File: config.mk
export PLATFORM = sky130hd
export DESIGN_NAME = positional_list_store
export DESIGN_NICKNAME = d
export VERILOG_FILES = /design/src/rtl/plst_pkg.sv /design/src/rtl/positional_list_store.sv /design/src/rtl/plst_ram.sv
export SDC_FILE = /design/constraint.sdc
export NUM_CORES = 1
export LEC_CHECK = 0
export BUFFER_PORTS_ARGS = -buffer_cell sky130_fd_sc_hd__buf_2
export CAP_MARGIN = 10
export CORE_MARGIN = 5
export CORE_UTILIZATION = 62
export DETAILED_ROUTE_END_ITERATION = 6
export HOLD_SLACK_MARGIN = 0.08
export MAX_ROUTING_LAYER = met4
export PLACE_DENSITY = 0.85
export SLEW_MARGIN = 40
export SYNTH_ARGS = -nofsm -noshare
export SYNTH_HDL_FRONTEND = slang
export SYNTH_SLANG_ARGS = --single-unit
File: constraint.sdc
create_clock -name clk -period 4.4 [get_ports clk]
set_clock_uncertainty 0.1 [all_clocks]
set_input_delay 0.66 -clock clk [delete_from_list [all_inputs] [get_ports clk]]
set_output_delay 0.66 -clock clk [all_outputs]
set_load 0.005 [all_outputs]
File: src/rtl/plst_pkg.sv
// ----------------------------------------------------------------------------
// plst_pkg
// Shared sizes, command and status codes, controller states and word
// conversion helpers for the positional list store.
// ----------------------------------------------------------------------------
package plst_pkg;

	// Storage geometry.
	localparam int MAX_ENTRIES = 16;
	localparam int DATA_WIDTH  = 32;
	localparam int IDX_W       = $clog2(MAX_ENTRIES);
	localparam int CNT_W       = $clog2(MAX_ENTRIES + 1);

	// Port field widths.
	localparam int CMD_W    = 3;
	localparam int POS_W    = 5;
	localparam int VAL_W    = 32;
	localparam int STATUS_W = 2;
	localparam int COUNT_W  = 5;

	// Common width for comparing a position against the entry count.
	localparam int CMP_W = (POS_W > CNT_W) ? POS_W : CNT_W;

	typedef enum logic [CMD_W-1:0] {
		CMD_APPEND = 3'd0,
		CMD_HEAD   = 3'd1,
		CMD_INSERT = 3'd2,
		CMD_DELETE = 3'd3,
		CMD_LENGTH = 3'd4,
		CMD_LIST   = 3'd5
	} cmd_t;

	typedef enum logic [STATUS_W-1:0] {
		STS_OK     = 2'd0,
		STS_BADPOS = 2'd1,
		STS_FULL   = 2'd2,
		STS_EMPTY  = 2'd3
	} status_t;

	typedef enum logic [2:0] {
		ST_IDLE,
		ST_MOVE,
		ST_DRAIN,
		ST_FILL,
		ST_RESP,
		ST_LIST_RD,
		ST_LIST_WAIT
	} state_t;

	// Sign-extend or truncate a stored word to the output word width.
	function automatic logic [VAL_W-1:0] widen(logic [DATA_WIDTH-1:0] d);
		logic signed [DATA_WIDTH-1:0] s;
		s = d;
		return VAL_W'(s);
	endfunction

	// Sign-extend or truncate an input word to the stored word width.
	function automatic logic [DATA_WIDTH-1:0] narrow(logic [VAL_W-1:0] v);
		logic signed [VAL_W-1:0] s;
		s = v;
		return DATA_WIDTH'(s);
	endfunction

endpackage

File: src/rtl/positional_list_store.sv
// ----------------------------------------------------------------------------
// positional_list_store
// Ordered list of signed words held in a RAM plus an entry count.
// Supports append, add at head, insert after a position, delete at a
// position, length and a full listing.
//
//   Channel | Handshake             | Fields
//   --------+-----------------------+----------------------------------
//   in      | in_valid / in_ready   | command, position, value
//   out     | out_valid / out_ready | status, data_out, count, last
//
// Length, unused commands and rejected commands go from idle straight to the
// result state; append writes the word in the fill state. Insert and delete
// shift entries in the move and drain states, one RAM read and one RAM write
// per cycle; insert then writes its word in the fill state. List reads and
// loads each entry in turn. Reset clears state, count and output valid, not RAM.
// A stalled output holds the controller before the next word is loaded.
// ----------------------------------------------------------------------------
module positional_list_store
	import plst_pkg::*;
(
	input  logic                clk,
	input  logic                arst_n,
	input  logic                in_valid,
	output logic                in_ready,
	input  logic [CMD_W-1:0]    command,
	input  logic [POS_W-1:0]    position,
	input  logic [VAL_W-1:0]    value,
	output logic                out_valid,
	input  logic                out_ready,
	output logic [STATUS_W-1:0] status,
	output logic [VAL_W-1:0]    data_out,
	output logic [COUNT_W-1:0]  count,
	output logic                last
);

	state_t state_q, state_d;

	logic [CNT_W-1:0]      cnt_q;
	logic                  op_del_q;
	logic [IDX_W-1:0]      idx_q;
	logic [IDX_W-1:0]      rp_q;
	logic [CNT_W-1:0]      reads_q;
	logic [DATA_WIDTH-1:0] val_q;
	status_t               res_status_q;
	logic [VAL_W-1:0]      res_data_q;

	logic                  rd_valid_s1;
	logic [IDX_W-1:0]      rd_addr_s1;

	logic                  out_valid_q;
	logic [STATUS_W-1:0]   out_status_q;
	logic [VAL_W-1:0]      out_data_q;
	logic [COUNT_W-1:0]    out_count_q;
	logic                  out_last_q;

	// Decode results for the word at the input.
	state_t                dec_next;
	status_t               dec_status;
	logic                  dec_del;
	logic [IDX_W-1:0]      dec_idx;
	logic [IDX_W-1:0]      dec_rp;
	logic [CNT_W-1:0]      dec_reads;

	logic                  in_fire;
	logic                  out_free;
	logic                  list_last;
	logic                  is_empty;
	logic                  is_full;
	logic                  bad_pos;
	logic [CMP_W-1:0]      pos_c;
	logic [CMP_W-1:0]      cnt_c;
	cmd_t                  cmd_in;

	// RAM port signals and controller strobes.
	logic                  mem_we;
	logic [IDX_W-1:0]      mem_waddr;
	logic [DATA_WIDTH-1:0] mem_wdata;
	logic                  mem_re;
	logic [DATA_WIDTH-1:0] mem_rdata;
	logic                  capture_s1;
	logic                  load_resp;
	logic                  load_list;

	plst_ram #(
		.DEPTH (MAX_ENTRIES),
		.WIDTH (DATA_WIDTH)
	) u_ram (
		.clk   (clk),
		.we    (mem_we),
		.waddr (mem_waddr),
		.wdata (mem_wdata),
		.re    (mem_re),
		.raddr (rp_q),
		.rdata (mem_rdata)
	);

	assign in_fire   = in_valid && in_ready;
	assign out_free  = !out_valid_q || out_ready;
	assign list_last = (CNT_W'(rp_q) + CNT_W'(1)) == cnt_q;

	// Command checks against the current count.
	assign cmd_in   = cmd_t'(command);
	assign pos_c    = CMP_W'(position);
	assign cnt_c    = CMP_W'(cnt_q);
	assign is_empty = (cnt_q == '0);
	assign is_full  = (cnt_q == CNT_W'(MAX_ENTRIES));
	assign bad_pos  = (pos_c == '0) || (pos_c > cnt_c);

	// Plan the work for the incoming command.
	always_comb begin
		dec_next   = ST_RESP;
		dec_status = STS_OK;
		dec_del    = 1'b0;
		dec_idx    = '0;
		dec_rp     = '0;
		dec_reads  = '0;
		unique case (cmd_in)
			CMD_APPEND: begin
				if (is_full) begin
					dec_status = STS_FULL;
				end else begin
					dec_idx  = IDX_W'(cnt_q);
					dec_next = ST_FILL;
				end
			end
			CMD_HEAD: begin
				if (is_full) begin
					dec_status = STS_FULL;
				end else begin
					dec_idx   = '0;
					dec_reads = cnt_q;
					dec_rp    = IDX_W'(cnt_q - CNT_W'(1));
					dec_next  = is_empty ? ST_FILL : ST_MOVE;
				end
			end
			CMD_INSERT: begin
				priority if (is_empty) begin
					dec_status = STS_EMPTY;
				end else if (bad_pos) begin
					dec_status = STS_BADPOS;
				end else if (is_full) begin
					dec_status = STS_FULL;
				end else begin
					dec_idx   = IDX_W'(position);
					dec_reads = CNT_W'(cnt_c - pos_c);
					dec_rp    = IDX_W'(cnt_q - CNT_W'(1));
					dec_next  = (cnt_c == pos_c) ? ST_FILL : ST_MOVE;
				end
			end
			CMD_DELETE: begin
				priority if (is_empty) begin
					dec_status = STS_EMPTY;
				end else if (bad_pos) begin
					dec_status = STS_BADPOS;
				end else begin
					dec_del   = 1'b1;
					dec_idx   = IDX_W'(pos_c - CMP_W'(1));
					dec_rp    = IDX_W'(pos_c - CMP_W'(1));
					dec_reads = CNT_W'(cnt_c - pos_c + CMP_W'(1));
					dec_next  = ST_MOVE;
				end
			end
			CMD_LIST: begin
				if (is_empty) begin
					dec_status = STS_EMPTY;
				end else begin
					dec_rp   = '0;
					dec_next = ST_LIST_RD;
				end
			end
			default: begin
				dec_status = STS_OK;
			end
		endcase
	end

	// Next state.
	always_comb begin
		state_d = state_q;
		unique case (state_q)
			ST_IDLE: begin
				if (in_valid) begin
					state_d = dec_next;
				end
			end
			ST_MOVE: begin
				if (reads_q == CNT_W'(1)) begin
					state_d = ST_DRAIN;
				end
			end
			ST_DRAIN: begin
				state_d = op_del_q ? ST_RESP : ST_FILL;
			end
			ST_FILL: begin
				state_d = ST_RESP;
			end
			ST_RESP: begin
				if (out_free) begin
					state_d = ST_IDLE;
				end
			end
			ST_LIST_RD: begin
				if (out_free) begin
					state_d = ST_LIST_WAIT;
				end
			end
			ST_LIST_WAIT: begin
				state_d = list_last ? ST_IDLE : ST_LIST_RD;
			end
			default: begin
				state_d = ST_IDLE;
			end
		endcase
	end

	// Controller outputs: RAM accesses and result loads.
	always_comb begin
		in_ready   = 1'b0;
		mem_re     = 1'b0;
		mem_we     = 1'b0;
		mem_waddr  = '0;
		mem_wdata  = mem_rdata;
		load_resp  = 1'b0;
		load_list  = 1'b0;
		capture_s1 = rd_valid_s1 && op_del_q && (rd_addr_s1 == idx_q);
		unique case (state_q)
			ST_IDLE:      in_ready  = 1'b1;
			ST_MOVE:      mem_re    = 1'b1;
			ST_LIST_RD:   mem_re    = out_free;
			ST_LIST_WAIT: load_list = 1'b1;
			ST_RESP:      load_resp = out_free;
			ST_FILL: begin
				mem_we    = 1'b1;
				mem_waddr = idx_q;
				mem_wdata = val_q;
			end
			default: begin
				mem_re = 1'b0;
			end
		endcase
		// Write back the word read in the previous cycle, one slot along.
		if (rd_valid_s1 && !capture_s1) begin
			mem_we    = 1'b1;
			mem_waddr = op_del_q ? (rd_addr_s1 - IDX_W'(1)) : (rd_addr_s1 + IDX_W'(1));
			mem_wdata = mem_rdata;
		end
	end

	// Controller state and entry count.
	always_ff @(posedge clk or negedge arst_n) begin
		if (!arst_n) begin
			state_q     <= ST_IDLE;
			cnt_q       <= '0;
			rd_valid_s1 <= 1'b0;
		end else begin
			state_q     <= state_d;
			rd_valid_s1 <= (state_q == ST_MOVE);
			if (state_q == ST_FILL) begin
				cnt_q <= cnt_q + CNT_W'(1);
			end else if (state_q == ST_DRAIN && op_del_q) begin
				cnt_q <= cnt_q - CNT_W'(1);
			end
		end
	end

	// Command context and walk pointers.
	always_ff @(posedge clk) begin
		rd_addr_s1 <= rp_q;
		if (in_fire) begin
			op_del_q     <= dec_del;
			idx_q        <= dec_idx;
			rp_q         <= dec_rp;
			reads_q      <= dec_reads;
			val_q        <= narrow(value);
			res_status_q <= dec_status;
			res_data_q   <= '0;
		end else if (state_q == ST_MOVE) begin
			rp_q    <= op_del_q ? (rp_q + IDX_W'(1)) : (rp_q - IDX_W'(1));
			reads_q <= reads_q - CNT_W'(1);
		end else if (load_list) begin
			rp_q <= rp_q + IDX_W'(1);
		end
		// Keep the word that a delete removes.
		if (capture_s1) begin
			res_data_q <= widen(mem_rdata);
		end
	end

	// Output register.
	always_ff @(posedge clk or negedge arst_n) begin
		if (!arst_n) begin
			out_valid_q <= 1'b0;
		end else if (load_resp || load_list) begin
			out_valid_q <= 1'b1;
		end else if (out_ready) begin
			out_valid_q <= 1'b0;
		end
	end

	always_ff @(posedge clk) begin
		if (load_resp) begin
			out_status_q <= res_status_q;
			out_data_q   <= res_data_q;
			out_count_q  <= COUNT_W'(cnt_q);
			out_last_q   <= 1'b1;
		end else if (load_list) begin
			out_status_q <= STS_OK;
			out_data_q   <= widen(mem_rdata);
			out_count_q  <= COUNT_W'(cnt_q);
			out_last_q   <= list_last;
		end
	end

	assign out_valid = out_valid_q;
	assign status    = out_status_q;
	assign data_out  = out_data_q;
	assign count     = out_count_q;
	assign last      = out_last_q;

`ifndef SYNTHESIS
	// The entry count never passes the store depth.
	a_cnt_bound: assert property (@(posedge clk) disable iff (!arst_n)
		cnt_q <= CNT_W'(MAX_ENTRIES))
		else $error("entry count exceeds store depth");

	// An accepted command always leaves the idle state.
	a_leave_idle: assert property (@(posedge clk) disable iff (!arst_n)
		in_fire |=> state_q != ST_IDLE)
		else $error("accepted command did not start work");

	// Shift reads return only while a move is running or draining.
	a_s1_window: assert property (@(posedge clk) disable iff (!arst_n)
		rd_valid_s1 |-> (state_q == ST_MOVE || state_q == ST_DRAIN))
		else $error("shift read data outside a move");

	// A list word is loaded only into an empty output register.
	a_list_load: assert property (@(posedge clk) disable iff (!arst_n)
		load_list |-> !out_valid_q)
		else $error("list word would overwrite a pending result");
`endif

endmodule

File: src/rtl/plst_ram.sv
// ----------------------------------------------------------------------------
// plst_ram
// Simple dual-port synchronous RAM: one write port, one read port, read
// data registered.
// ----------------------------------------------------------------------------
module plst_ram #(
	parameter int DEPTH  = 16,
	parameter int WIDTH  = 32,
	parameter int ADDR_W = $clog2(DEPTH)
) (
	input  logic              clk,
	input  logic              we,
	input  logic [ADDR_W-1:0] waddr,
	input  logic [WIDTH-1:0]  wdata,
	input  logic              re,
	input  logic [ADDR_W-1:0] raddr,
	output logic [WIDTH-1:0]  rdata
);

	logic [WIDTH-1:0] mem [DEPTH];

	// Write port.
	always_ff @(posedge clk) begin
		if (we) begin
			mem[waddr] <= wdata;
		end
	end

	// Registered read port.
	always_ff @(posedge clk) begin
		if (re) begin
			rdata <= mem[raddr];
		end
	end

endmodule

==> Yosys cells after proc, flatten, opt, wreduce, memory -nomap -nowiden <==
Memory sizes are Yosys's and may differ from the RTL's. A register that Yosys moved wholly into a read port is not among the register bits.
Cells that the tools add are included.
{ "totals": {"ramBits": 512, "word_cells": 147, "mem_count": 1, "reg_bits": 134} }
{ "op_classes": {"mux": 75, "eq_ne": 19, "n_bitwise": 1, "reduce_logical": 23, "n_lt_le_gt_ge": 1, "n_addsub": 11} }
{ "memory_table": {"columns": ["memory", "words", "width", "rd", "rd_ports_with_merged_regs", "write_ports", "line_no", "text"], "rows": [
  ["u_ram.mem", 16, 32, 1, 1, 1, "plst_ram.sv:20", "logic [WIDTH-1:0] mem [DEPTH];"]
]} }
{ "ops": {"columns": ["operator", "n"], "rows": [
  ["$mux 32", 6],
  ["$mux 4", 16],
  ["$mux 5", 12],
  ["$mux 3", 13],
  ["$pmux 4 s3", 2],
  ["$pmux 3 s7", 1],
  ["$mux 2", 9],
  ["$pmux 3 s5", 1],
  ["$pmux 5 s3", 1],
  ["$eq 3x2->1 const B", 4],
  ["$eq 3x3->1 const B", 4],
  ["$mux 1", 12],
  ["$sub 4x1->4 const B", 3],
  ["$add 5x1->5 const B", 2],
  ["$eq 5x5->1", 2],
  ["$logic_not 5->1", 2],
  ["$reduce_bool 2->1", 5],
  ["$sub 5x1->5 const B", 2],
  ["$add 4x1->4 const B", 2],
  ["$ne 2x2->1 const B", 4],
  ["$pmux 2 s4", 1],
  ["$eq 3x1->1 const B", 2],
  ["$logic_not 3->1", 2],
  ["$add 4x1->5 const B", 1],
  ["13 further kinds", 21]
]} }

==> Longest topological paths before layout <==
{ "depth": {"word_depth": 8, "ltp_mapped": 10, "depth_no_buf": 9} }

==> Modules after synthesis <==
From an unflattened synthesis, not the netlist that was laid out.
{ "unflattened": {"cells_unflattened": 1357, "area_unflattened_um2": 27012.2} }
{ "by_module_without_submodules": {"columns": ["mod", "n_inst", "cells_each", "area_each_um2"], "rows": [
  ["plst_ram", 1, 838, 20155.6],
  ["positional_list_store", 1, 519, 6856.6]
]} }

==> Worst setup path before layout <==
Ideal clock, no wire load.
{ "synth_path": {"kind": "register to register", "startpoint": "reg idx_q[1]", "endpoint": "mem u_ram.mem[8][0] (enable)", "slack_ns": 0.860, "t_arrival_ns": 3.019, "required_time_ns": 3.879, "stages_incl_launch_ff": 6, "n_path_buf": 0, "cell_sequence": "edfxtp_1 xor2_1 o41ai_4 nand2_4 o32a_1 nor2_1"} }
{ "synth_between": {"elab_chain_len": 7, "elab_cells_between_ends": 9, "cone_classes": "eq/ne (1); mux (5); reduce/logical (3)"} }
{ "synth_rtl": {"columns": ["element", "line_no", "text"], "rows": [
  ["start, declared", "positional_list_store.sv:41", "logic [IDX_W-1:0] idx_q;"],
  ["start signal, assigned", "positional_list_store.sv:272", "idx_q <= dec_idx;"],
  ["$eq 4x4->1", "positional_list_store.sv:226", "capture_s1 = rd_valid_s1 && op_del_q && (rd_addr_s1 == idx_q);"],
  ["$logic_and 1x1->1", "positional_list_store.sv:226", null],
  ["$logic_not 1->1", "positional_list_store.sv:243", "if (rd_valid_s1 && !capture_s1) begin"],
  ["$logic_and 1x1->1", "positional_list_store.sv:243", null],
  ["$mux 1", "positional_list_store.sv:243", null],
  ["$mux 1", "plst_ram.sv:24", "if (we) begin"],
  ["$mux 1 (implied by the code)", "plst_ram.sv:25", "mem[waddr] <= wdata;"],
  ["end, declared", "plst_ram.sv:20", null]
]} }
Several ways; a longest one is shown, not always the timed one.

==> Worst setup path after layout <==
{ "layout_path": {"startpoint": "reg idx_q[1]", "endpoint": "mem u_ram.mem[11][15] (enable)"} }
Same word-level chain as after synthesis.

==> run_results.csv <==
group,metric,value,unit
cts,cts.reportedPaths.clkPinSlew,60,ps
worst_setup_path,end_kind,"register",
cts,clock-sinks,678,
worst_setup_path,worstSetupStartpointType,"register",
cts,clkLatencyLatePin,570,ps
synthesis,yosys.area.top_type,"edfxtp_1",
final_layout,final_nets,1488,
placement,dp_hpwl,34800,µm
worst_setup_path,slowest_stage,"o41ai_4",
cts,h-tree-depth,3,
synthesis,ys_top_cells_by_area,"edfxtp_1 73%, mux4_2 13%, mux2_2 2.3%",
cts,cts_root_buf,"clkbuf_16",
power_and_ir_drop,power.leakage,0.0101,µW
worst_setup_path,cp_top_family,"compound AO/OA/AOI/OAI gates",
synthesis,ys_seq_elements,678,
route,routed_via_density,6.68,
sta,slew_headroom,46.5,%
cts,numCtsBuffers,67,
synthesis,synth_cell_types,67,
final_layout,antennaDiodeCount,0,
worst_setup_path,required,4490,ps
global_routing,antenna_found_initial,1,
route,wire_per_inst,30.9,µm
sta,tightest_slew,796,ps
final_layout,final_cells,2059,
power_and_ir_drop,ir_drop,452,µV
global_routing,grt_overflow,0,
sta,finalCriticalPeriod,3640,ps
cts,cts_tree,"done",
floorplanning,die_height,219,µm
synthesis,synth-edff-count,663,
synthesis,postSynthCellCount,1295,
route,drt.antenna.violating_nets,0,
route,routed_wl,63600,µm
worst_setup_path,cp_common_cell,"buf_4",
synthesis,syn_avg_cell_area,21.0,µm²
worst_setup_path,crit_fanout,32,
run,maxCapViolations,0,
final_layout,drive_gt1_share,32.4,%
worst_setup_path,path_cells,"xor2_1 -> o41ai_4 -> buf_4 -> nand2_4 -> o32a_1 -> nor2_4 -> buf_4",
final_layout,syn2layout_area_growth,12.9,%
synthesis,yosysSeqAreaShare,74.6,%
floorplanning,ios,86,
route,vias,13800,
route,drc,0,
floorplanning,fp.dieW,219,µm
cts,clockBufferDepth,3,
floorplanning,core-area,43200,µm²
placement,place_inst,1936,
global_routing,grt_pass1_wl,94000,µm
cts,post_cts_resize_count,0,
sta,fmax,0.275,GHz
placement,gp_congestion,0.888,
global_routing,grt_start_max_net_pins,87,
global_routing,grt_usage,27.8,%
floorplanning,core.rowCount,76,
sta,final.setup.tns,0,ps
synthesis,ys.flop_type,"edfxtp_1",
synthesis,syn_area,27100,µm²
worst_setup_path,criticalPathCategory,"register to register",
min_path,hold_path_class,"primary input to register",
placement,io_buffers,85,
status,outcome,"complete, no violations",
synthesis,async_flop_share,1.47,%
worst_setup_path,cp.buffers_inverters,2,
power_and_ir_drop,power.density,716,nW/µm²
route,first_pass_iters,5,
sta,rsz0062_at_grt,"no",
sta,drv_slew,0,
sta,finalSetupViolCount,0,
global_routing,grt_pass1_vias,14100,
worst_setup_path,worst_ep_arrival_time,3730,ps
floorplanning,die_area,48100,µm²
route,first_iter_violations,1560,
floorplanning,start_util,62.9,%
sta,layout_worst_path_cycle_share,82.7,%
synthesis,synth.net_count,1358,
synthesis,synth_warnings,0,
cts,post_cts.repair.setup_buffers,0,
sta,finalHoldViolations,0,
synthesis,synth_top_area_share,73.3,%
worst_setup_path,max_stage_delay,590,ps
==> sequential cells by signal (all words and copies together) (netlist names) <==
name and cells:
count 5, status 2, data_out 32, rp_q 4, cnt_c 5, res_status_q 2
out_valid 1, last 1, u_ram.mem 512, idx_q 4, reads_q 5, op_del_q 1
rd_addr_s1 4, rd_valid_s1 1, val_q 32, u_ram.rdata 32, state_q 3, res_data_q 32
==> metrics by stage <==
stage	util, %	setup WS, ps	hold WS (ps)	cell area (µm²)	power (µW)
3_3_place_gp	66.0	982	393	28500	16100
3_5_place_dp	66.1	670	392	28500	16400
4_1_cts	70.9	572	130	30600	22000
5_1_grt	71.0	694	140	30700	22900
6_report	71.0	759	158	30700	21900
2_1_floorplan	-	860	246	27100	14300
==> synthesized netlist by cell type (all sizes together), types with 4 or more instances <==
library cell and count:
xnor2 19, ha 17, o21ai 16, o221ai 4, a22oi 5, mux4 160, and3 35, inv 23
nor2b 5, and2 4, nor2 46, mux2 64, clkbuf 27, o22ai 4, nor3 15, a21oi 22
nand2b 9, dfxtp 5, a31oi 10, nand3 11, dfrtp 10, nand2 20, xor2 14, nor4 4
buf 36, edfxtp 663
==> cells by family (layout without fill, tap and decap cells) <==
logic type / after synthesis / after routing / share of synthesized area [%]
buffers and inverters: 86 / 265 / 1.63
AOI/OAI and AO/OA: 91 / 91 / 2.39
xor gates and xnor gates: 33 / 33 / 1.06
adders and majority gates: 19 / 19 / 0.931
muxes: 226 / 226 / 16.1
DFF: 678 / 678 / 74.6
and+or+nand+nor: 162 / 162 / 3.22
==> cells in the final DEF, fill, tap and decap left out, drive strengths merged, types with 11 or more instances in the layout <==
master / instances
a21oi: 22
and3: 35
buf: 123
clkbuf: 82
clkinv: 25
edfxtp: 663
ha: 17
inv: 25
mux2: 64
mux4: 160
nand2: 20
nand3: 11
nor2: 46
nor3: 15
o21ai: 16
xnor2: 19
xor2: 14
==> layout make-up <==
class,instances,area [µm²]
Clock inverter,36,285
Fill cell,2506,12500
Clock buffer,82,1780
Timing Repair Buffer,124,875
Tap cell,585,732
Sequential cell,678,20300
Multi-Input combinational cell,531,6640
Inverter,23,91.3
==> path summary, 6_finish.rpt <==
path / startpoint / endpoint / slack [ps] / depth (start not counted)
min in group asynchronous: arst_n / state_q[1]$_DFFE_PN0P_ / 430 / 2
worst max-delay path: idx_q[1]$_DFFE_PP_ / u_ram.mem[11][15]$_DFFE_PP_ / 760 / 7
max in group asynchronous: arst_n / out_valid$_DFFE_PN0P_ / 3570 / 2
worst min-delay path: value[5] / val_q[5]$_DFFE_PP_ / 160 / 1
worst max register to register: idx_q[1]$_DFFE_PP_ / u_ram.mem[11][15]$_DFFE_PP_ / 760 / 7
worst min register to register: last$_SDFFE_PP1P_ / last$_SDFFE_PP1P_ / 410 / 1
==> worst reg2reg max path, cell delays in order, from the launching register on <==
cell	delay, ps
edfxtp_1	520
xor2_1	260
o41ai_4	590
buf_4	280
nand2_4	250
o32a_1	580
nor2_4	140
buf_4	520
==> power by group <==
part | internal [µW] | leakage (µW) | switching [µW] | total [µW]
Combinational | 2790 | 0.00286 | 3900 | 6690
Clock | 3110 | 0.000995 | 2320 | 5430
Sequential | 9230 | 0.00620 | 593 | 9830
==> per-layer routing <==
layer  vias up  GRT usage (%)  share of wire, %
met1      7243           37.0                38
met2       786           46.6                53
met5         -              -                 0
met3        96           4.17               7.4
met4         0           6.70               2.1
li1       5625              -                 -
==> repair_timing <==
action / CTS / global route
endpoints found under the hold margin: 10 / 0
hold buffers: 1 / 0
setup endpoints to repair: 0 / 0
(Power assumes the default switching activity.)
